**src/rtl/mesh_volume_centroid_defines.svh**
```systemverilog
// mesh_volume_centroid_defines.svh: assertion macros shared by the mesh volume rtl
// expects signals named clock and reset in the module that uses them
`ifndef MESH_VOLUME_CENTROID_DEFINES_SVH
`define MESH_VOLUME_CENTROID_DEFINES_SVH

// same-cycle implication, disabled while reset is high
`define MVC_ASSERT_IMP(label, ante, cons, msg) \
   label: assert property (@(posedge clock) disable iff (reset) (ante) |-> (cons)) \
      else $error(msg);

// next-cycle implication, disabled while reset is high
`define MVC_ASSERT_NEXT(label, ante, cons, msg) \
   label: assert property (@(posedge clock) disable iff (reset) (ante) |=> (cons)) \
      else $error(msg);

`endif

```
**src/rtl/mvc_pkg.sv**
```systemverilog
// mvc_pkg: widths, constants and the queue entry type of the mesh volume block
// no dependencies; imported by every module of the block
package mvc_pkg;

   // default configuration
   localparam int MVC_COORD_BITS  = 10;
   localparam int MVC_QUEUE_DEPTH = 4;

   // field counts and fixed result widths
   localparam int NUM_COORDS = 9;
   localparam int NUM_AXES   = 3;
   localparam int AXIS_W     = 2;
   localparam int VOL_BITS   = 48;
   localparam int MOM_BITS   = 60;
   localparam int CEN_BITS   = 18;
   localparam int THR_BITS   = 20;

   // centroid = s * 2^FRAC_SHIFT / t; quotient has CEN_BITS bits at most
   localparam int FRAC_SHIFT = 5;
   localparam int QSHIFT     = CEN_BITS - FRAC_SHIFT;
   localparam int STEP_W     = $clog2(CEN_BITS);

   // result bus layout
   localparam int OUT_FIELD_W = VOL_BITS + NUM_AXES * CEN_BITS;
   localparam int OUT_DATA_W  = ((OUT_FIELD_W + 7) / 8) * 8;

   localparam logic [AXIS_W-1:0]   AXIS_LAST = AXIS_W'(NUM_AXES - 1);
   localparam logic [CEN_BITS-1:0] CEN_MAX   = {1'b0, {(CEN_BITS-1){1'b1}}};
   localparam logic [CEN_BITS-1:0] CEN_MIN   = {1'b1, {(CEN_BITS-1){1'b0}}};

   // per-triangle contributions passed from front to back
   typedef struct packed {
      logic                                   last;
      logic [NUM_AXES-1:0][MOM_BITS-1:0]      mom;
      logic [VOL_BITS-1:0]                    vol;
   } term_type;

endpackage

```
**src/rtl/mvc_back.sv**
```systemverilog
// mvc_back: accumulates queued terms and runs the centroid division sequencer
// depends on mvc_pkg and mesh_volume_centroid_defines.svh
`include "mesh_volume_centroid_defines.svh"

module mvc_back (
   input  logic                                                  clock,
   input  logic                                                  reset,
   input  logic [mvc_pkg::THR_BITS-1:0]                          min_six_volume,
   input  logic                                                  q_valid,
   input  mvc_pkg::term_type                                     q_data,
   output logic                                                  q_pop,
   output logic                                                  rsp_tvalid,
   input  logic                                                  rsp_tready,
   output logic [mvc_pkg::VOL_BITS-1:0]                          rsp_vol,
   output logic [mvc_pkg::NUM_AXES-1:0][mvc_pkg::CEN_BITS-1:0]   rsp_cen,
   output logic                                                  rsp_small
);
   import mvc_pkg::*;

   typedef enum logic [2:0] {
      ST_ACCUM,
      ST_CHECK,
      ST_LOAD,
      ST_START,
      ST_RUN,
      ST_STORE,
      ST_EMIT
   } state_type;

   state_type                          state_ff, state_in;
   logic [VOL_BITS-1:0]                vol_ff, vol_in;
   logic [NUM_AXES-1:0][MOM_BITS-1:0]  mom_ff, mom_in;
   logic [AXIS_W-1:0]                  axis_ff, axis_in;
   logic [MOM_BITS-1:0]                mag_ff, mag_in;
   logic                               neg_ff, neg_in;
   logic                               ovf_ff, ovf_in;
   logic [VOL_BITS-1:0]                rem_ff, rem_in;
   logic [CEN_BITS-1:0]                num_ff, num_in;
   logic [CEN_BITS-1:0]                quo_ff, quo_in;
   logic [STEP_W-1:0]                  step_ff, step_in;
   logic [NUM_AXES-1:0][CEN_BITS-1:0]  cen_ff, cen_in;
   logic                               small_ff, small_in;
   logic                               rsp_valid_ff, rsp_valid_in;
   logic [VOL_BITS-1:0]                rsp_vol_ff, rsp_vol_in;
   logic [NUM_AXES-1:0][CEN_BITS-1:0]  rsp_cen_ff, rsp_cen_in;
   logic                               rsp_small_ff, rsp_small_in;

   logic                               load;
   logic [VOL_BITS-1:0]                min_ext;
   logic [VOL_BITS-1:0]                trial;
   logic [CEN_BITS-1:0]                cen_val;

   assign rsp_tvalid = rsp_valid_ff;
   assign rsp_vol    = rsp_vol_ff;
   assign rsp_cen    = rsp_cen_ff;
   assign rsp_small  = rsp_small_ff;
   assign min_ext    = {{(VOL_BITS-THR_BITS){1'b0}}, min_six_volume};

   // shift-subtract step: next numerator bit into the partial remainder
   assign trial = {rem_ff[VOL_BITS-2:0], num_ff[CEN_BITS-1]};

   // saturate the quotient magnitude and apply the sign
   always_comb begin
      if (neg_ff) begin
         cen_val = (ovf_ff || quo_ff > CEN_MIN) ? CEN_MIN : ('0 - quo_ff);
      end else begin
         cen_val = (ovf_ff || quo_ff > CEN_MAX) ? CEN_MAX : quo_ff;
      end
   end

   // sequencer next state
   always_comb begin
      state_in     = state_ff;
      vol_in       = vol_ff;
      mom_in       = mom_ff;
      axis_in      = axis_ff;
      mag_in       = mag_ff;
      neg_in       = neg_ff;
      ovf_in       = ovf_ff;
      rem_in       = rem_ff;
      num_in       = num_ff;
      quo_in       = quo_ff;
      step_in      = step_ff;
      cen_in       = cen_ff;
      small_in     = small_ff;
      rsp_vol_in   = rsp_vol_ff;
      rsp_cen_in   = rsp_cen_ff;
      rsp_small_in = rsp_small_ff;
      q_pop        = 1'b0;
      load         = 1'b0;
      unique case (state_ff)
         ST_ACCUM: begin
            if (q_valid) begin
               q_pop  = 1'b1;
               vol_in = vol_ff + q_data.vol;
               for (int i = 0; i < NUM_AXES; i++) begin
                  mom_in[i] = mom_ff[i] + q_data.mom[i];
               end
               if (q_data.last) begin
                  state_in = ST_CHECK;
               end
            end
         end
         ST_CHECK: begin
            if ($signed(vol_ff) > $signed(min_ext)) begin
               small_in = 1'b0;
               axis_in  = '0;
               state_in = ST_LOAD;
            end else begin
               small_in = 1'b1;
               cen_in   = '0;
               state_in = ST_EMIT;
            end
         end
         ST_LOAD: begin
            neg_in   = mom_ff[axis_ff][MOM_BITS-1];
            mag_in   = mom_ff[axis_ff][MOM_BITS-1] ? ('0 - mom_ff[axis_ff]) : mom_ff[axis_ff];
            state_in = ST_START;
         end
         ST_START: begin
            // quotient overflows 18 bits when |s| >> 13 already reaches t
            ovf_in   = (mag_ff[MOM_BITS-1:QSHIFT] >= vol_ff[VOL_BITS-2:0]);
            rem_in   = {1'b0, mag_ff[MOM_BITS-1:QSHIFT]};
            num_in   = {mag_ff[QSHIFT-1:0], {FRAC_SHIFT{1'b0}}};
            quo_in   = '0;
            step_in  = STEP_W'(CEN_BITS - 1);
            state_in = ovf_in ? ST_STORE : ST_RUN;
         end
         ST_RUN: begin
            if (trial >= vol_ff) begin
               rem_in = trial - vol_ff;
               quo_in = {quo_ff[CEN_BITS-2:0], 1'b1};
            end else begin
               rem_in = trial;
               quo_in = {quo_ff[CEN_BITS-2:0], 1'b0};
            end
            num_in = {num_ff[CEN_BITS-2:0], 1'b0};
            if (step_ff == '0) begin
               state_in = ST_STORE;
            end else begin
               step_in = step_ff - STEP_W'(1);
            end
         end
         ST_STORE: begin
            cen_in[axis_ff] = cen_val;
            if (axis_ff == AXIS_LAST) begin
               state_in = ST_EMIT;
            end else begin
               axis_in  = axis_ff + AXIS_W'(1);
               state_in = ST_LOAD;
            end
         end
         ST_EMIT: begin
            if (!rsp_valid_ff || rsp_tready) begin
               load         = 1'b1;
               rsp_vol_in   = vol_ff;
               rsp_cen_in   = cen_ff;
               rsp_small_in = small_ff;
               vol_in       = '0;
               mom_in       = '0;
               state_in     = ST_ACCUM;
            end
         end
         default: begin
            state_in = ST_ACCUM;
         end
      endcase
      rsp_valid_in = load || (rsp_valid_ff && !rsp_tready);
   end

   // state, accumulators and registered result
   always_ff @(posedge clock) begin
      if (reset) begin
         state_ff     <= ST_ACCUM;
         vol_ff       <= '0;
         mom_ff       <= '0;
         rsp_valid_ff <= 1'b0;
      end else begin
         state_ff     <= state_in;
         vol_ff       <= vol_in;
         mom_ff       <= mom_in;
         rsp_valid_ff <= rsp_valid_in;
      end
      axis_ff      <= axis_in;
      mag_ff       <= mag_in;
      neg_ff       <= neg_in;
      ovf_ff       <= ovf_in;
      rem_ff       <= rem_in;
      num_ff       <= num_in;
      quo_ff       <= quo_in;
      step_ff      <= step_in;
      cen_ff       <= cen_in;
      small_ff     <= small_in;
      rsp_vol_ff   <= rsp_vol_in;
      rsp_cen_ff   <= rsp_cen_in;
      rsp_small_ff <= rsp_small_in;
   end

   `MVC_ASSERT_IMP(a_rem_below_divisor, state_ff == ST_RUN, rem_ff < vol_ff, "division remainder not below divisor")
   `MVC_ASSERT_NEXT(a_sums_cleared, load, vol_ff == '0 && mom_ff == '0, "sums not cleared after result")
   `MVC_ASSERT_IMP(a_small_means_zero, rsp_valid_ff && rsp_small_ff, rsp_cen_ff == '0, "centroid not zero on small volume")

endmodule

```
**config.mk**
```make
export PLATFORM = sky130hd
export DESIGN_NAME = mvc_back
export DESIGN_NICKNAME = d
export VERILOG_FILES = /design/src/rtl/mvc_pkg.sv /design/src/rtl/mvc_back.sv
export VERILOG_INCLUDE_DIRS = /design/src /design/src/rtl
export SDC_FILE = /design/constraint.sdc
export NUM_CORES = 2
export LEC_CHECK = 0
export ABC_AREA = 1
export BUFFER_PORTS_ARGS = -buffer_cell sky130_fd_sc_hd__clkbuf_2
export CAP_MARGIN = 15
export CORE_ASPECT_RATIO = 1.4
export CORE_MARGIN = 10
export CORE_UTILIZATION = 35
export CTS_CLUSTER_SIZE = 16
export DETAILED_ROUTE_END_ITERATION = 8
export REMOVE_ABC_BUFFERS = 1
export SYNTH_ARGS = -nofsm -noshare
export SYNTH_HDL_FRONTEND = slang
export SYNTH_SLANG_ARGS = --single-unit
```
**constraint.sdc**
```tcl
create_clock -name clock -period 5.6 [get_ports clock]
set_input_delay 0.28 -clock clock [delete_from_list [all_inputs] [get_ports clock]]
set_output_delay 0.28 -clock clock [all_outputs]
set_load 0.1 [all_outputs]
```
== Word-level counts from Yosys, hierarchy flattened ==
Cells that the tools add are included.

* Reduce and logical (&&, ||, !) cells: 19
* Equality and inequality tests: 15
* Add/subtract/negate cells: 9
* $lt $le $gt $ge: 7
* Multiplexer cells: 40

{| class="wikitable"
|+ Operators with widths
! cell !! count
|-
| $mux W180 || 2
|-
| $pmux W180 S2 || 1
|-
| $add A60 B60 Y60 || 3
|-
| $bmux W60 S2 || 1
|-
| $pmux W54 S2 || 1
|-
| $mux W48 || 2
|-
| $pmux W48 S2 || 1
|-
| $pmux W47 S2 || 1
|-
| $mux W18 || 4
|-
| $pmux W18 S2 || 2
|-
| $mux W60 || 1
|-
| $sub A1 B60 Y60 const A || 1
|-
| $mux W59 || 1
|-
| $bwmux W54 || 1
|-
| $mux W54 || 1
|-
| $add A48 B48 Y48 || 1
|-
| $ge A48 B48 Y1 || 1
|-
| $gt A48 B21 Y1 || 1
|-
| $ge A47 B47 Y1 || 1
|-
| $mux W47 || 1
|-
| $sub A47 B47 Y47 || 1
|-
| $demux W18 S2 || 1
|-
| $pmux W3 S7 || 1
|-
| $gt A18 B17 Y1 const B || 1
|-
| 26 further kinds || 58
|}

* Register bits: 542
* Word-level logic and storage cells: 114
* Bits of input ports: 253

== Logic depth before layout (Yosys ltp) ==
* Depth after elaboration: 6
* Gate-level depth with buffers: 18
* Mapped depth without buffers: 18

== Least setup slack after synthesis ==
OpenSTA, ideal clock, no wires.

* Path type: flip-flop to flip-flop
* Start point: reg state_ff[2]
* End point: reg rsp_cen_ff (netlist bit rsp_cen[0]) (enable)
* Data required time: 5.034 ns
* Path buffers: 1
* Path slack: -0.250 ns
* Data arrival time: 5.284 ns
* Clock period less this slack: 5.850 ns
* Stages on the path, launching flop included: 6
* Cell sequence: dfxtp_1 -> inv_1 -> nor3_2 -> inv_1 -> clkbuf_1 -> nor2_1

* Word-level cells in the longest chain between the ends: 2

{| class="wikitable"
|+ RTL lines
! what !! line !! source
|-
| from (decl) || mvc_back.sv:30 || <nowiki>state_type state_ff, state_in;</nowiki>
|-
| from (signal assigned) || mvc_back.sv:179 || <nowiki>state_ff <= state_in;</nowiki>
|-
| $eq A3 B3 Y1 || mvc_back.sv:91 || <nowiki>unique case (state_ff)</nowiki>
|-
| $reduce_and A2 Y1 (no line) || n/a ||
|-
| to (signal assigned) || mvc_back.sv:195 || <nowiki>rsp_cen_ff <= rsp_cen_in;</nowiki>
|-
| to (decl) || mvc_back.sv:45 || <nowiki>logic [NUM_AXES-1:0][CEN_BITS-1:0] rsp_cen_ff, rsp_cen_in;</nowiki>
|}

Every way passes these cells.
A chain may end at the register's enable or synchronous reset.

== Final worst setup path ==
* Start point: reg vol_ff[1]
* End point: reg rem_ff[40] (data pin)

* Word-level cells in the longest chain between the ends: 3
* Elaborated cells between the ends (all ways): 4
* Those cells by class: add/sub: 1; order compare: 1; mux: 2

{| class="wikitable"
|+ RTL lines
! what !! line !! source
|-
| from (decl) || mvc_back.sv:31 || <nowiki>logic [VOL_BITS-1:0] vol_ff, vol_in;</nowiki>
|-
| from (signal assigned) || mvc_back.sv:180 || <nowiki>vol_ff <= vol_in;</nowiki>
|-
| $sub A47 B47 Y47 or $ge A48 B48 Y1 (tied branches) || mvc_back.sv:131, mvc_back.sv:130 ||
|-
| $mux W47 (*) || mvc_back.sv:130 || <nowiki>if (trial >= vol_ff) begin</nowiki>
|-
| $pmux W47 S2 (*) || mvc_back.sv:91 ||
|-
| named net rem_in[40] || mvc_back.sv:37 || <nowiki>logic [VOL_BITS-1:0] rem_ff, rem_in;</nowiki>
|-
| to (signal assigned) || mvc_back.sv:188 || <nowiki>rem_ff <= rem_in;</nowiki>
|-
| to (decl) || mvc_back.sv:37 ||
|}

The timed path passes the listed nets; every way through them passes the cells marked *.

==> impl_metrics.csv <==
group,metric,value,unit
outcome,run_status,"finished clean",
sta,period_share,67.5,%
global_routing,antenna_found_initial,10,
floorplanning,die_w,337,microns
yosys,yosys_most_used_dff,"edfxtp_1",
sta,final-hold-violation-count,0,
clocking,cts_tree,"built",
yosys,muxShareOfSynthArea,0,%
clocking,clk_path_buf_depth,3,
sta,timing.fmax,265,MHz
sta,fin_skew,0.0487,ns
layout,final_area,55300,sq um
critical_path,cp-end-kind,"flop",
layout,final_layout_size_suffix_gt1_share,7.05,%
critical_path,r2r-start,"vol_ff[1]",
sta,tns,0,ns
critical_path,rr_endpoint,"rem_ff[40]",
pwr,p_sw_share,54.4,%
critical_path,crit_buf_inv,2,
yosys,synth-edff-count,305,
pwr,power.switching,15.3,mW
critical_path,path_class,"flop to flop",
yosys,synth_top_area_cell,"nand2_1",
sta,rsz0062_at_grt,"false",
yosys,synth_fa_ha_area_share,8.95,%
layout,area_growth,12.0,%
critical_path,path_cells,"inv_1, ha_1, nand2_1, nor4_1, nand4_1, nand4_4, buf_4, nand2_1, o21ai_0, nand2_1",
yosys,synthSimpleGateAreaFrac,38.4,%
critical_path,arrival,4.24,ns
yosys,yosysUniqueCellTypes,55,
placement,dpl.hpwl,188000,microns
sta,hold_slack,0.0504,ns
pwr,combPwrFrac,60.2,%
clocking,cts_buffers,68,
route,wl,226000,microns
yosys,synth_top_area_share,22.5,%
sta,min_period,3.78,ns
route,viasPerCell,5.16,
placement,placed_area,53000,sq um
global_routing,grt_max_degree,163,
placement,portBuffers,357,
global_routing,grt_pass1_vias,51900,
floorplanning,rows,163,
clocking,clockRootBuffer,"clkbuf_16",
sta,relSlewSlack,25.6,%
pwr,pwr-share-clk,16.4,%
floorplanning,initial_utilization,35.1,%
route,drt_iter0_drc,4127,
yosys,syn_inst,8165,
yosys,ys_seq_area_share,28.0,%
yosys,synth_compound_area_share,10.8,%
route,antenna_left,0,
floorplanning,die_height,464,microns
floorplanning,die_area,157000,sq um
sta,finalSetupViolations,0,
critical_path,slowest_delay,0.69,ns
global_routing,grt_pass1_wl,327000,microns
route,firstDrtPassIters,8,
sta,drv_slew,0,
route,via_count,53400,
critical_path,rrSetupSlack,1.82,ns
placement,routabilityCongestion,1.03,
floorplanning,core_area,141000,sq um
route,drc_errors,0,
floorplanning,boundaryPins,358,
clocking,clock_latency,0.72,ns
clocking,h-tree-depth,3,
yosys,synth_top_family_by_area,"simple AND/OR/NAND/NOR gates",
clocking,clk_pin_slew,0.06,ns
yosys,synth-seq-cells,537,
pwr,ir_drop,668,uV
clocking,cts.sinks,537,
yosys,synth_area_per_cell,6.05,sq um
critical_path,cp-start-kind,"flop",
pwr,power_density,508,nW/um^2
clocking,postCtsSetupBuffers,0,
hold_path,min_path_cells,5,
layout,finalNonFillerCells,10300,
run,cap_violations,0,
pwr,p_leak,28.8,nW
pwr,p_total,28.1,mW
hold_path,hold_start,"q_data[227]",
hold_path,worstHoldEndpoint,"mom_ff[179]",
critical_path,cp_max_fo,54,
global_routing,gr-total-overflow,0,
route,post_drt_wl_per_cell,21.9,microns
yosys,yosys_warnings,0,
yosys,synth-async-reset-ratio,0,%
placement,post-place-cells,10200,
yosys,ys_top_cells_by_area,"nand2_1 (23%), edfxtp_1 (19%), inv_1 (11%)",
global_routing,grt_usage,27.8,%
critical_path,cp.required,6.06,ns
layout,nNetsFinal,9071,
yosys,syn-cell-area,49400,sq um
critical_path,crit_slowest_cell,"nor4_1",
critical_path,reg2regPathDepth,10,
pwr,internal_power,12.8,mW
critical_path,crit_family,"simple AND/OR/NAND/NOR gates",
pwr,seqPwrFrac,23.4,%
sta,tightest_slew,1.12,ns
yosys,synth_xor_area_share,1.19,%
hold_path,hold_class,"input port to flop",
critical_path,crit_top_cell,"nand2_1",
## placed cells by master (no fill, tap or decap), types with 6 or more instances in the layout
| cell type | n |
|---|---|
| a211oi_1 | 12 |
| a21boi_0 | 54 |
| a21o_1 | 8 |
| a21oi_1 | 551 |
| a31oi_1 | 6 |
| and2_1 | 6 |
| and3_1 | 12 |
| buf_4 | 27 |
| clkbuf_1 | 8 |
| clkbuf_16 | 68 |
| clkbuf_2 | 356 |
| clkbuf_8 | 6 |
| clkinv_1 | 10 |
| clkinv_2 | 16 |
| dfxtp_1 | 232 |
| edfxtp_1 | 305 |
| ha_1 | 345 |
| inv_1 | 1463 |
| inv_2 | 6 |
| nand2_1 | 2962 |
| nand3_1 | 558 |
| nand3b_1 | 54 |
| nand4_1 | 114 |
| nor2_1 | 701 |
| nor2_2 | 13 |
| nor2_4 | 7 |
| nor3_1 | 80 |
| nor4_1 | 23 |
| o211ai_1 | 37 |
| o21ai_0 | 220 |
| o21ai_1 | 38 |
| o21bai_1 | 36 |
| or2_2 | 53 |
| xnor2_1 | 32 |
| xor2_1 | 35 |
## Yosys cell counts, types with 8 or more instances
cell / instances
nor4_1: 23
nor3_1: 81
o21ai_0: 220
buf_2: 47
nor2_2: 13
a211oi_1: 12
nor2_1: 704
xor2_1: 35
buf_4: 8
nand4_1: 114
or2_2: 53
dfxtp_1: 232
edfxtp_1: 305
a21oi_1: 551
o21bai_1: 36
nand2_1: 2964
o211ai_1: 37
xnor2_1: 32
ha_1: 345
a21boi_0: 54
clkbuf_1: 82
nand3_1: 558
and3_1: 12
inv_1: 1464
o21ai_1: 38
a21o_1: 8
buf_1: 13
nand3b_1: 54
## worst max path at each step
| stage | slack (ns) | cells past startpoint | start | to |
|---|---|---|---|---|
| 5_1_grt | 1.45 | 8 | state_ff[0] | cen_ff[39] |
| 2_1_floorplan | -0.50 | 8 | state_ff[0] | mom_ff[78] |
| 3_5_place_dp | 1.85 | 8 | state_ff[0] | cen_ff[22] |
| 6_report | 1.82 | 10 | vol_ff[1] | rem_ff[40] |
| 3_3_place_gp | 1.90 | 10 | vol_ff[1] | rem_ff[39] |
| 4_1_cts | 1.82 | 8 | state_ff[0] | cen_ff[3] |
## cells by family (layout without fill, tap and decap cells)
family                   Yosys count  after routing
AND/OR/NAND/NOR                 4604           4604
buffers and inverters           1628           1985
AO/OA/AOI/OAI                    979            979
flip-flops                       537            537
adder cells (fa/ha/maj)          350            350
XOR/XNOR                          67             67
other                              0              2
## cell type report
type	count	area, sq um
fill	15500	85200
multi-input combinational	6000	29400
sequential	537	13800
inverter	1472	5530
tap	1815	2270
timing repair buffer	389	2080
clock buffer	81	1800
clock inverter	43	429
antenna	2	5.00
## power groups by stage
| stage | combinational, mW | clock, mW | sequential, mW |
|---|---|---|---|
| after detailed placement | 16.6 | 0 | 6.63 |
| final | 16.9 | 4.60 | 6.57 |
| after global placement | 16.6 | 0 | 6.61 |
| after CTS | 16.7 | 4.68 | 6.55 |
| after global routing | 18.7 | 4.81 | 6.64 |
| after floorplan | 11.2 | 0 | 6.13 |
## flip-flops by register name, indices dropped and copies added (netlist names), 2 cells and up
register	cells
vol_ff	48
rsp_vol	48
axis_ff	2
num_ff	13
quo_ff	18
rem_ff	47
mag_ff	60
rsp_cen	54
state_ff	3
mom_ff	180
cen_ff	54
step_ff	5
## per-stage QoR
step	utilization [%]	setup slack, ns
floorplan	-	-0.502
global route	39.3	1.45
finish	39.4	1.82
detailed placement	37.7	1.85
CTS	39.3	1.82
global placement	37.7	1.90
## tightest hold or removal path, delay by kind of cell
| kind | cells | cell delay [ns] |
|---|---|---|
| AOI/OAI and AO/OA | 1 | 0.12 |
| xor gates and xnor gates | 1 | 0.08 |
| buffers and inverters | 1 | 0.11 |
| and+or+nand+nor | 2 | 0.12 |
## metal layers
metal | vias to the layer above | global-route usage (%) | part of all wire (%)
li1 | 26500 | - | -
met1 | 24500 | 30.6 | 38
met2 | 1906 | 48.6 | 48
met3 | 550 | 3.77 | 5.8
met4 | 10 | 20.0 | 8.3
met5 | - | 0 | 0.032
## timing repair
action | in CTS | in global routing
gates resized for setup | 0 | 0
hold endpoints to repair | 2 | 0
hold buffers | 2 | 0
(Power assumes the default switching activity.)
