### config.mk
export PLATFORM = sky130hd
export DESIGN_NAME = mvc_fifo
export DESIGN_NICKNAME = d
export VERILOG_FILES = /design/src/rtl/mvc_pkg.sv /design/src/rtl/mvc_fifo.sv
export VERILOG_INCLUDE_DIRS = /design/src /design/src/rtl
export SDC_FILE = /design/constraint.sdc
export NUM_CORES = 1
export LEC_CHECK = 0
export ABC_AREA = 0
export BUFFER_PORTS_ARGS = -buffer_cell sky130_fd_sc_hd__buf_2
export CAP_MARGIN = 20
export CORE_AREA = 2 2 339 341
export DETAILED_ROUTE_END_ITERATION = 12
export DIE_AREA = 0 0 341 343
export GPL_TIMING_DRIVEN = 0
export PLACE_DENSITY = 0.55
export SLEW_MARGIN = 20
export SYNTH_ARGS = -nofsm -noshare
export SYNTH_HDL_FRONTEND = slang
export SYNTH_SLANG_ARGS = --single-unit
### constraint.sdc
create_clock -name clock -period 15.76 [get_ports clock]
set_input_delay 2.364 -clock clock [delete_from_list [all_inputs] [get_ports clock]]
set_output_delay 2.364 -clock clock [all_outputs]
set_load 0.005 [all_outputs]
### src/rtl/mesh_volume_centroid_defines.svh
// mesh_volume_centroid_defines.svh: assertion macros shared by the mesh volume rtl
// expects signals named clock and reset in the module that uses them
`ifndef MESH_VOLUME_CENTROID_DEFINES_SVH
`define MESH_VOLUME_CENTROID_DEFINES_SVH

// same-cycle implication, disabled while reset is high
`define MVC_ASSERT_IMP(label, ante, cons, msg) \
   label: assert property (@(posedge clock) disable iff (reset) (ante) |-> (cons)) \
      else $error(msg);

// next-cycle implication, disabled while reset is high
`define MVC_ASSERT_NEXT(label, ante, cons, msg) \
   label: assert property (@(posedge clock) disable iff (reset) (ante) |=> (cons)) \
      else $error(msg);

`endif

### src/rtl/mvc_pkg.sv
// mvc_pkg: widths, constants and the queue entry type of the mesh volume block
// no dependencies; imported by every module of the block
package mvc_pkg;

   // default configuration
   localparam int MVC_COORD_BITS  = 10;
   localparam int MVC_QUEUE_DEPTH = 4;

   // field counts and fixed result widths
   localparam int NUM_COORDS = 9;
   localparam int NUM_AXES   = 3;
   localparam int AXIS_W     = 2;
   localparam int VOL_BITS   = 48;
   localparam int MOM_BITS   = 60;
   localparam int CEN_BITS   = 18;
   localparam int THR_BITS   = 20;

   // centroid = s * 2^FRAC_SHIFT / t; quotient has CEN_BITS bits at most
   localparam int FRAC_SHIFT = 5;
   localparam int QSHIFT     = CEN_BITS - FRAC_SHIFT;
   localparam int STEP_W     = $clog2(CEN_BITS);

   // result bus layout
   localparam int OUT_FIELD_W = VOL_BITS + NUM_AXES * CEN_BITS;
   localparam int OUT_DATA_W  = ((OUT_FIELD_W + 7) / 8) * 8;

   localparam logic [AXIS_W-1:0]   AXIS_LAST = AXIS_W'(NUM_AXES - 1);
   localparam logic [CEN_BITS-1:0] CEN_MAX   = {1'b0, {(CEN_BITS-1){1'b1}}};
   localparam logic [CEN_BITS-1:0] CEN_MIN   = {1'b1, {(CEN_BITS-1){1'b0}}};

   // per-triangle contributions passed from front to back
   typedef struct packed {
      logic                                   last;
      logic [NUM_AXES-1:0][MOM_BITS-1:0]      mom;
      logic [VOL_BITS-1:0]                    vol;
   } term_type;

endpackage

### src/rtl/mvc_fifo.sv
// mvc_fifo: short queue of per-triangle terms between front pipeline and back
// depends on mvc_pkg and mesh_volume_centroid_defines.svh
`include "mesh_volume_centroid_defines.svh"

module mvc_fifo #(
   parameter int DEPTH = mvc_pkg::MVC_QUEUE_DEPTH
) (
   input  logic                 clock,
   input  logic                 reset,
   input  logic                 push,
   input  mvc_pkg::term_type    push_data,
   output logic                 full,
   input  logic                 pop,
   output logic                 pop_valid,
   output mvc_pkg::term_type    pop_data
);
   import mvc_pkg::*;

   localparam int AW = $clog2(DEPTH);
   localparam int CW = $clog2(DEPTH + 1);

   term_type        slot_ff [DEPTH];
   logic [AW-1:0]   wptr_ff, wptr_in;
   logic [AW-1:0]   rptr_ff, rptr_in;
   logic [CW-1:0]   count_ff, count_in;

   assign full      = (count_ff == CW'(DEPTH));
   assign pop_valid = (count_ff != '0);
   assign pop_data  = slot_ff[rptr_ff];

   // pointer wrap and fill count
   always_comb begin
      wptr_in  = wptr_ff;
      rptr_in  = rptr_ff;
      count_in = count_ff;
      if (push) begin
         wptr_in = (wptr_ff == AW'(DEPTH - 1)) ? '0 : wptr_ff + AW'(1);
      end
      if (pop) begin
         rptr_in = (rptr_ff == AW'(DEPTH - 1)) ? '0 : rptr_ff + AW'(1);
      end
      if (push && !pop) begin
         count_in = count_ff + CW'(1);
      end else if (pop && !push) begin
         count_in = count_ff - CW'(1);
      end
   end

   always_ff @(posedge clock) begin
      if (reset) begin
         wptr_ff  <= '0;
         rptr_ff  <= '0;
         count_ff <= '0;
      end else begin
         wptr_ff  <= wptr_in;
         rptr_ff  <= rptr_in;
         count_ff <= count_in;
      end
   end

   // entry storage
   always_ff @(posedge clock) begin
      if (push) begin
         slot_ff[wptr_ff] <= push_data;
      end
   end

   `MVC_ASSERT_IMP(a_push_has_room, push, count_ff != CW'(DEPTH), "push into a full queue")
   `MVC_ASSERT_IMP(a_pop_has_entry, pop, count_ff != '0, "pop from an empty queue")

endmodule

; Word-level counts from Yosys, hierarchy flattened
; Memories as Yosys holds them, arrays and structs flattened. A register that Yosys moved wholly into a read port is not among the register bits.
; Index checks and enable logic that the tools add are counted.
[op_classes]
addsub = 4
n_eq_ne = 3
muxes = 8
n_reduce_logical = 6
[op_table]
columns = operator, n
row1 = $mux W2, 4
row2 = $mux W3, 2
row3 = $add A2 B1 Y2 const B, 2
row4 = $eq A2 B2 Y1 const B, 2
row5 = $add A3 B1 Y3 const B, 1
row6 = $eq A3 B3 Y1 const B, 1
row7 = $reduce_bool A3 Y1, 1
row8 = $sub A3 B1 Y3 const B, 1
row9 = $logic_and A1 B1 Y1, 2
row10 = $logic_not A1 Y1, 2
row11 = $mux W1, 2
row12 = $reduce_bool A2 Y1, 1
[word_totals]
register_bits = 7
mem_bits_rw = 916
inputBits = 233
output_inout_bits = 231
wordCells = 25
memories = 1
[memory_table]
columns = memory, depth, width, rd, rd_clocked_by_memory_dff, write_ports, line
row1 = slot_ff, 4, 229, 1, 1, 1, mvc_fifo.sv:22  ; term_type slot_ff [DEPTH];

; Longest topological paths before layout
; Gate-level depths: netlist (run 1).
[logic_depth]
ltp_word = 4
mapped_depth = 7
ltp_nobuf = 7

; Worst setup path after synthesis (run 1)
; No wires, ideal clock.
[synth_path]
kind = in2reg
start = input port push
end = memory slot_ff[0][0] (netlist name), enable pin
setup_ps = 617
t_arrival_ps = 7548
required_ps = 15143
path_slack_ps = 7595
stages = 1
n_path_buf = 0
path_cell_list = and2_1
[synth_between]
elab_chain_cells = 2
[synth_lines]
columns = element, line
row1 = "start, declared", mvc_fifo.sv:10  ; input logic push,
row2 = $mux W1, mvc_fifo.sv:63  ; if (push) begin
row3 = $mux W1 (not written as such), mvc_fifo.sv:64  ; slot_ff[wptr_ff] <= push_data;
row4 = "end, declared", mvc_fifo.sv:22
; No other way between the ends.

==> impl_results.md, run 1 <==
* WP data arrival at 2.50 ns
* Worst path cell trace: clkbuf_2 > buf_2 > mux4_2 > buf_2
* Cts bufs inserted at 94
* DR iter-0 viols at a little over 700
* Crit end category: primary output
* Worst Max-Slew Pin Slew at 0.7026 ns
* Initial antenna violation count at 14
* Ys flop type: edfxtp_1
* Met2 Use GR at 0.2007
* Req. time, crit path at 13.40 ns
* Routed Antenna Nets at 0
* Share of the clock period used by the worst path at 0.3088
* Count of final setup violators at 0
* DRC at 0
* Top-area cell type share of the netlist area at 0.8159
* Clock latency on the worst-skew pair at 0.66 ns
* Share of cells above drive strength 1 at 0.4744
* Fin. Hold Viols at 0
* Reg-to-reg slack, setup at about 13 ns
* Fin crit period at 4.866 ns
* Min-Delay Path Class: flop to flop
* First-pass GRT wire length at around 110 mm
* EDFF count, synth at 916
* Vias per Instance at 4.412
* Setup TNS at 0 ns
* Initial Utilization at 0.2973
* 1st-pass router iterations at 7
* Post-CTS setup buffers at 0
* Post-Syn Area at 33,710 um2
* Crit-path max FO at 11
* Finished Layout Cells at 3,411
* CTS root buf: clkbuf_16
* Highest Clock Rate at 205.5 MHz
* Worst ir drop on vdd at 100.1 uV
* Std-Cell Rows at 124
* Synth-to-layout area growth at 23.16%
* Hold_buf cts at 0
* Design Power at 5.473 mW
* Global route overflow at 0
* Leakage at 13.75 nW
* Post-Place Cells at 3,237
* M1 GR Usage at 0.1509
* Clock Path Buffers at 3
* Syn Inst Count at 1,240
* Final hold slack at roughly 0.54 ns
* Hpwl dp at 47.07 mm
* Status: complete, no violations
* Max-Cap Viols at 0
* CTS Sinks at 925
* Top cells by area, synth: edfxtp_1 82%, mux4_2 15%, buf_12 1.3%
* Power Density at 131.8 nW/um2
* Die X at 341 um
* Unrepaired setup endpoints after global routing: no
* Synth Net Count at 1,480
* Count leader, synth: edfxtp_1
* Avg Cell Area, Syn at around 27 um2
* Fill cells at 10,375
* Via count at 15,051
* Total wire length at 72.19 mm
* Worst clock skew at about 0.013 ns
* # port buffers at 463
* Sequential share of the synthesized area at 0.8213
* Core ar. at 113,400 um2
* RD Place Congestion at around 0.7
* Max incr delay on CP at 0.45 ns
* Final #Nets at 2,061
* Largest net degree at the start of global routing at 45
* Die height at 343 um
* Rel. slew slack at 0.5316
* Most used cell, CP: buf_2
* YS warnings at 0
* Io pins at 464
* Die ar. at 117,000 um2
* Reg clk slew, reported paths at 0.06 ns
* Post_cts resized at 0
* H-tree levels at 3
* CP startpoint kind: flop
* Avg WL per Cell at 21.16 um
* Most Crowded Layer GR: met2
* Vias in the first global route at 16,430
* Cell taking the most area after synthesis: edfxtp_1
* GRT Total Usage at 0.1220
* Global-route track usage on met3 at 0.04327
* Synth async-reset ratio at 0
* Setup CP Type: flop to primary output
* Critical path's slowest cell: clkbuf_2
* Fin. max-slew vios at 0
* Synth cell types at 21
* CTS tree: built
* Final core occ at 0.3661
* Yosys reg bits at 925
* Synth top cells by count: 916 x edfxtp_1, 229 x mux4_2, 22 x buf_12, 22 x buf_2, 9 x dfxtp_1
## per-layer routing
metal  part of all wire  vias up
met1               0.41     7893
met4              0.020       24
met3              0.081      121
met2               0.49      430
li1                   -     6583
met5             0.0021        -
## report_power, final
| group | internal (mW) | switching, mW |
|---|---|---|
| logic | 0.222 | 0.238 |
| clock network | 1.27 | 0.904 |
| registers | 2.82 | 0.0218 |
| total | 4.31 | 1.16 |
## cell families (layout without fill, tap and decap cells)
kind of cell | count (synthesis) | in the layout | share of synthesized area
compound gates | 3 | 3 | 0.0004452
xor+xnor | 2 | 2 | 0.0005197
fa+ha+maj | 7 | 7 | 0.002821
buf+inv | 55 | 710 | 0.01845
flops | 925 | 925 | 0.8213
mux | 233 | 233 | 0.1542
other cells | 0 | 4 | 0
simple gates | 15 | 15 | 0.002338
## critical path: cells and delay by family, from the launching register on
kind / cells / cell delay [ns]
muxes: 1 / 0.40
buffers and inverters: 3 / 1.04
DFF: 1 / 0.40
## registers in the layout (all words and copies together) (netlist names), named ones only
| register | count |
|---|---|
| wptr_ff | 2 |
| count_ff | 3 |
| rptr_ff | 2 |
| slot_ff | 916 |
## per-stage QoR
step                setup WS [ns]  instance area, um2
CTS                         10.62               41510
detailed placement          11.23               38500
global route                10.60               41510
global placement            2.642               37920
floorplan                   7.595               33710
finish                      10.89               41520
## path summary, 6_finish.rpt
path,from,endpoint,cells past startpoint
worst max-delay path,flop,pop_data[91],4
worst min-delay path,count_ff[2],count_ff[2],2
worst min register to register,count_ff[2],count_ff[2],2
worst max register to register,wptr_ff[0],slot_ff[1][25],5
## cells in the final DEF (no fill, tap or decap), drive strengths merged
cell,n
a21oi,2
and2,4
buf,534
bufinv,10
clkbuf,117
clkinv,35
clkinvlp,3
dfxtp,9
diode,4
edfxtp,916
fa,1
ha,6
inv,11
mux2i,4
mux4,229
nor2,7
nor3b,2
o21ai,1
or3,2
xor2,2
## layout make-up
class / count / area [um2] / area share
Sequential cell: 925 / 27690 / 0.6668
Antenna cell: 4 / 10.01 / 0.0002411
Timing Repair Buffer: 485 / 2878 / 0.06931
Multi-Input combinational cell: 260 / 5414 / 0.1304
Clock inverter: 55 / 584.3 / 0.01407
Tap cell: 1512 / 1892 / 0.04556
Inverter: 4 / 15.01 / 0.0003616
Buffer: 51 / 610.6 / 0.01471
Clock buffer: 115 / 2431 / 0.05855
(Power assumes the default switching activity.)
==> inputs of run 2 (changes only) <==
--- a/config.mk
+++ b/config.mk
@@ -13,7 +13,7 @@
 export DETAILED_ROUTE_END_ITERATION = 12
 export DIE_AREA = 0 0 341 343
 export GPL_TIMING_DRIVEN = 0
-export PLACE_DENSITY = 0.55
+export PLACE_DENSITY = 0.57
 export SLEW_MARGIN = 20
 export SYNTH_ARGS = -nofsm -noshare
 export SYNTH_HDL_FRONTEND = slang
==> constraint.sdc (replaced) <==
create_clock -name clock -period 4.1 [get_ports clock]
set_input_delay 0.615 -clock clock [delete_from_list [all_inputs] [get_ports clock]]
set_output_delay 0.615 -clock clock [all_outputs]
set_load 0.005 [all_outputs]
==> run 2 against run 1 <==
  * Flip-flop and latch count did not move
  * Combinational power grew to 3.8 times the previous value
  * Cell area is essentially flat
  * Critical path depth unchanged
  * Highest routed layer unchanged
  * Final cell count about the same
  * Via count rose by 0.43%
  * First-iteration DRC count rose by 22%
  * Sequential share of layout area rose by 0.058 points
  * Global-route usage down 0.24 points
  * Register-to-register slack got worse by 12 ns
==> impl_results.md, run 2 (synthesis results as in run 1) <==
* Status: complete, no violations
* Post-route setup slack at 0.5959 ns (-10.30 ns)
* Avg WL per Cell at 20.88 um (-1.3%)
* Io pins at 464 (unchanged)
* Synth-to-layout area growth at 23.06% (about the same)
* Hpwl dp at 47.58 mm (+1.1%)
* Cts bufs inserted at 96 (+2.1%)
* Reg clk slew, reported paths at 0.06 ns (about the same)
* Fin. max-slew vios at 0 (unchanged)
* Area occupied by multi-input gates at 5414 um2 (unchanged)
* Power Density at 505.1 nW/um2 (+280%)
* Leakage at 13.73 nW (-0.12%)
* Total wire length at 71.28 mm (-1.3%)
* Share of cells above drive strength 1 at 0.4734 (-0.001055)
* Top delay family on crit path: buffers and inverters
* Commonest non-fill, non-tap cell in the layout: edfxtp_1
* Met3 Routed Length at 6.236 mm (+6.6%)
* RD Place Congestion at 0.7047 (-0.97%)
* Core ar. at 113,400 um2 (unchanged)
* WP data arrival at 2.89 ns (+0.39 ns)
* Req. time, crit path at 3.48 ns (-9.92 ns)
* 1st-pass router iterations at 5 (-2)
* First-pass GRT wire length at 104.3 mm (-1.7%)
* Final #Nets at 2,062 (+0.049%)
* DR iter-0 viols at 863 (+22%)
* Std-Cell Rows at 124 (unchanged)
* Most frequent cells in the layout: 916 x edfxtp_1, 485 x buf_2, 229 x mux4_2, 98 x clkbuf_16, 26 x buf_12
* Clock latency on the worst-skew pair at 0.67 ns (about the same)
* CP startpoint kind: flop
* Max FFs per register at 916 (unchanged)
* Clock Path Buffers at 3 (unchanged)
* Max layer used: met5
* Worst path cell trace: clkbuf_1 > buf_2 > mux4_2 > buf_2
* Setup CP Type: flop to primary output
* Post-route met1 wirelength at 28.24 mm (-3.5%)
* Fin. Hold Viols at 0 (unchanged)
* Rel. slew slack at 0.3836 (-0.1480)
* Final hold slack at 0.1563 ns (-0.3819 ns)
* Max incr delay on CP at 0.73 ns (+0.28 ns)
* GRT Total Usage at 0.1196 (-0.002428)
* Fill cells at 10,334 (-0.40%)
* Critical path's slowest cell: clkbuf_1
* DRC at 0 (unchanged)
* Finished Layout Cells at 3,413 (+0.059%)
* Largest regs: slot_ff: 916 flops, count_ff: 3 flops
* Initial Utilization at 0.2973 (unchanged)
* Hold_buf cts at 0 (unchanged)
* Routed Antenna Nets at 0 (unchanged)
* Fin crit period at 3.504 ns
* Unrepaired setup endpoints after global routing: no
* Largest net degree at the start of global routing at 45 (unchanged)
* Vias per Instance at 4.429 (+0.37%)
* Buf/Inv on CP at 3 (unchanged)
* Min-Delay Path Class: input port to flop
* Count of final setup violators at 0 (unchanged)
* Final core occ at 0.3658 (about the same)
* Post-CTS setup buffers at 0 (unchanged)
* Worst clock skew at 0.01751 ns (+0.004355 ns)
* CTS tree: built
* Worst ir drop on vdd at 399.1 uV (+300%)
* CTS root buf: clkbuf_16
* Met2 wire len at 34.99 mm (-1.3%)
* Vias in the first global route at 16,479 (+0.30%)
* Via count at 15,116 (+0.43%)
* Die height at 343 um (unchanged)
* Most used cell, CP: buf_2
* Share of the clock period used by the worst path at 0.8547
* Crit-path max FO at 10 (-1)
* Initial antenna violation count at 24 (+10)
* CTS Sinks at 925 (unchanged)
* # port buffers at 463 (unchanged)
* Setup TNS at 0 ns (unchanged)
* Crit end category: primary output
* Die ar. at 117,000 um2 (unchanged)
* Register area at 27,690 um2 (unchanged)
* Die X at 341 um (unchanged)
* Max-Cap Viols at 0 (unchanged)
* Global route overflow at 0 (unchanged)
* Post_cts resized at 0 (unchanged)
* Worst Max-Slew Pin Slew at 0.9246 ns (+0.2220 ns)
* H-tree levels at 3 (unchanged)
* Biggest register: slot_ff
* Highest Clock Rate at 285.4 MHz
* Post-Place Cells at 3,236 (-0.031%)
* Setup WS pre-CTS at 1.112 ns (-10.12 ns)
[run 2: metrics by stage]
| step | instance area, um2 | power, mW |
|---|---|---|
| after global placement | 37930 | 12.93 |
| after global routing | 41480 | 21.74 |
| after CTS | 41470 | 21.28 |
| final | 41480 | 20.96 |
| after floorplan | 33720 | 12.06 |
| after detailed placement | 38480 | 12.96 |
[run 2: final cells by class]
type | count | area share
plain buffers | 51 | 0.01466
clock buffers | 121 | 0.06120
flip-flops and latches | 925 | 0.6674
diodes | 6 | 0.0003619
well taps | 1512 | 0.04560
inverters | 4 | 0.0003619
repair buffers | 484 | 0.06907
clock inverters | 50 | 0.01086
multi-input cells | 260 | 0.1305
[run 2: power breakdown]
part | internal [mW] | leakage [nW] | total, mW | switching (mW)
combinational | 0.856 | 3.78 | 1.77 | 0.916
clock | 4.76 | 1.46 | 8.25 | 3.49
sequential | 10.8 | 8.49 | 10.9 | 0.0852
total | 16.5 | 13.7 | 21.0 | 4.49
[run 2: worst register-to-register path: cells and delay by family (launching register included)]
kind / cells / cell delay [ns]
fa+ha+maj: 1 / 0.15
flops: 1 / 0.34
buf+inv: 4 / 1.13
simple gates: 1 / 0.49
[run 2: worst paths after layout]
| kind | slack, ns | cells past startpoint | start | endpoint |
|---|---|---|---|---|
| max | 0.60 | 4 | flop | pop_data[66] |
| min | 0.16 | 1 | push_data[99] | slot_ff[2][99] |
| max reg2reg | 1.59 | 6 | wptr_ff[0] | slot_ff[0][66] |
| min reg2reg | 0.49 | 2 | count_ff[2] | count_ff[2] |
[run 2: per-layer routing]
layer	GRT usage	vias up
li1	-	6590
met1	0.1447	7906
met2	0.1961	440
met3	0.04604	140
met4	0.04038	40
met5	0	-
==> inputs of run 3 (changes only) <==
--- a/config.mk
+++ b/config.mk
@@ -14,6 +14,7 @@
 export DIE_AREA = 0 0 341 343
 export GPL_TIMING_DRIVEN = 0
 export PLACE_DENSITY = 0.57
+export RECOVER_POWER = 25
 export SLEW_MARGIN = 20
 export SYNTH_ARGS = -nofsm -noshare
 export SYNTH_HDL_FRONTEND = slang
==> run 3 against run 2 <==
  * Register-to-register slack about the same
  * Core utilization is 0.15 points lower
  * Hold slack better by 0.0058 ns
  * Combinational power hardly changed
  * Via count about the same
  * Power down 0.11%
  * Clock-buffer cell count unchanged
  * Highest routed layer unchanged
==> impl_results.md, run 3 (synthesis results as in run 1) <==
* Combinational share of power at 0.084 (about the same)
* Reg-to-reg slack, setup at 1.59 ns (about the same)
* Unrepaired setup endpoints after global routing: no
* Vias in the first global route at 16,479 (unchanged)
* GRT Total Usage at 0.1196 (unchanged)
* Post-Place Cells at 3,236 (unchanged)
* DP Area at 38,480 um2 (unchanged)
* Post-CTS setup buffers at 0 (unchanged)
* Final #Nets at 2,062 (unchanged)
* Net Sw Frac at 0.2145 (about the same)
* Biggest register: slot_ff
* Final core occ at 0.3642 (-0.001534)
* Min-Delay Path Class: input port to flop
* Fill cells at 10,405 (+0.69%)
* WP data arrival at 2.89 ns (about the same)
* Initial antenna violation count at 20 (-17%)
* Core ar. at 113,400 um2 (unchanged)
* Share of the clock period used by the worst path at 0.8554 (about the same)
* Worst clock skew at 0.01772 ns (+0.0002050 ns)
* Clock Path Buffers at 3 (unchanged)
* Hold path startpoint: push_data[212]
* Routed Antenna Nets at 0 (unchanged)
* First-pass GRT wire length at 104.3 mm (unchanged)
* Fin crit period at 3.507 ns (+0.002939 ns)
* RD Place Congestion at 0.7047 (unchanged)
* Total wire length at 71.22 mm (about the same)
* Hpwl dp at 47.58 mm (unchanged)
* Status: complete, no violations
* FF-to-FF Start: wptr_ff[0]
* Req. time, crit path at 3.48 ns (about the same)
* RR Endpoint: slot_ff[0][66]
* Count of final setup violators at 0 (unchanged)
* Pint at 16.44 mW (-0.11%)
* Setup CP Type: flop to primary output
* Power Density at 506.7 nW/um2 (+0.31%)
* DR iter-0 viols at 826 (-4.3%)
* CP startpoint kind: flop
* Worst Max-Slew Pin Slew at 0.9308 ns (+0.006218 ns)
* Seq pwr share at 0.522 (about the same)
* Highest Clock Rate at 285.1 MHz (about the same)
* Most used cell, CP: buf_2
* Avg WL per Cell at 20.87 um (about the same)
* Final hold slack at 0.1621 ns (+0.005802 ns)
* Worst path cell trace: clkbuf_1 > buf_2 > mux4_2 > buf_2
* Max FFs per register at 916 (unchanged)
* Largest net degree at the start of global routing at 45 (unchanged)
* P_sw at 4.489 mW (about the same)
* Die height at 343 um (unchanged)
* Worst ir drop on vdd at 400.1 uV (+0.24%)
* Largest regs: slot_ff: 916 flops, count_ff: 3 flops
* Rel. slew slack at 0.3795 (-0.004145)
* Max-Cap Viols at 0 (unchanged)
* Vias per Instance at 4.427 (about the same)
* Cts bufs inserted at 96 (unchanged)
* Global route overflow at 0 (unchanged)
* Commonest non-fill, non-tap cell in the layout: edfxtp_1
* Io pins at 464 (unchanged)
* Std-Cell Rows at 124 (unchanged)
* Via count at 15,105 (-0.073%)
* Fin. max-slew vios at 0 (unchanged)
* 1st-pass router iterations at 5 (unchanged)
* Share of cells above drive strength 1 at 0.4011 (-0.07230)
* CTS Sinks at 925 (unchanged)
* DRC at 0 (unchanged)
* Post_cts resized at 0 (unchanged)
* Crit end category: primary output
* Reg clk slew, reported paths at 0.06 ns (about the same)
* H-tree levels at 3 (unchanged)
* Reg2Reg Depth at 6 (unchanged)
* Most frequent cells in the layout: 916 x edfxtp_1, 348 x buf_2, 229 x mux4_2, 161 x clkbuf_1, 98 x clkbuf_16
* Clock latency on the worst-skew pair at 0.67 ns (about the same)
* Clock power frac at 0.394 (about the same)
* CTS tree: built
* Initial Utilization at 0.2973 (unchanged)
* Crit-path max FO at 10 (unchanged)
* Non-Filler Cell Area, Final at 41,310 um2 (-0.42%)
* Synth-to-layout area growth at 22.54%
* Hold path depth at 1 (unchanged)
* # port buffers at 463 (unchanged)
* Design Power at 20.93 mW (-0.11%)
* Finished Layout Cells at 3,412 (-0.029%)
* Critical path's slowest cell: clkbuf_1
* Fin. Hold Viols at 0 (unchanged)
* Area occupied by multi-input gates at 5414 um2 (unchanged)
* Max incr delay on CP at 0.74 ns (about the same)
* Leakage at 13.36 nW (-2.7%)
* Hold Path End: slot_ff[3][212]
* Hold_buf cts at 0 (unchanged)
* Register area at 27,690 um2 (unchanged)
* CTS root buf: clkbuf_16
* Die ar. at 117,000 um2 (unchanged)
* Die X at 341 um (unchanged)
==> run 3: metrics by stage <==
stage | setup slack, ns | setup TNS (ns)
detailed placement | 1.112 | 0
CTS | 0.3539 | 0
global placement | -2.388 | -2124.19
floorplan | 0.2434 | 0
finish | 0.5929 | 0
global route | 0.3685 | 0
==> run 3: area by class of cell <==
class / instances / share of cell area
Tap cell: 1512 / 0.04579
Multi-Input combinational cell: 260 / 0.1311
Clock inverter: 50 / 0.01090
Clock buffer: 121 / 0.06145
Timing Repair Buffer: 484 / 0.06521
Sequential cell: 925 / 0.6702
Buffer: 51 / 0.01472
Inverter: 4 / 0.0003634
Antenna cell: 5 / 0.0003029
==> run 3: worst max-delay path: cells and delay by family, from the launching register on <==
kind	cells	cell delay, ns
buf+inv	3	1.36
flops	1	0.50
mux	1	0.35
==> run 3: layer usage <==
layer,vias up,GRT usage,share of wire
met5,-,0,0.0027
met4,36,0.04038,0.022
met3,134,0.04604,0.087
met2,438,0.1961,0.49
met1,7904,0.1447,0.40
li1,6593,-,-
==> run 3: worst max-delay path by stage <==
| stage | startpoint | endpoint | slack, ns | cells after the start |
|---|---|---|---|---|
| 5_1_grt | flop | pop_data[24] | 0.37 | 4 |
| 3_3_place_gp | push | slot_ff[1][57] | -2.39 | 2 |
| 6_report | flop | pop_data[24] | 0.59 | 4 |
| 4_1_cts | flop | pop_data[22] | 0.35 | 4 |
| 3_5_place_dp | flop | pop_data[22] | 1.11 | 4 |
| 2_1_floorplan | push | slot_ff[3][0] | 0.24 | 1 |
==> run 3: power groups by stage <==
stage	clock, mW	sequential, mW	combinational, mW
3_3_place_gp	0	11.2	1.73
3_5_place_dp	0	11.1	1.83
4_1_cts	8.51	10.9	1.84
6_report	8.25	10.9	1.75
5_1_grt	8.86	11.0	1.91
2_1_floorplan	0	11.1	0.915
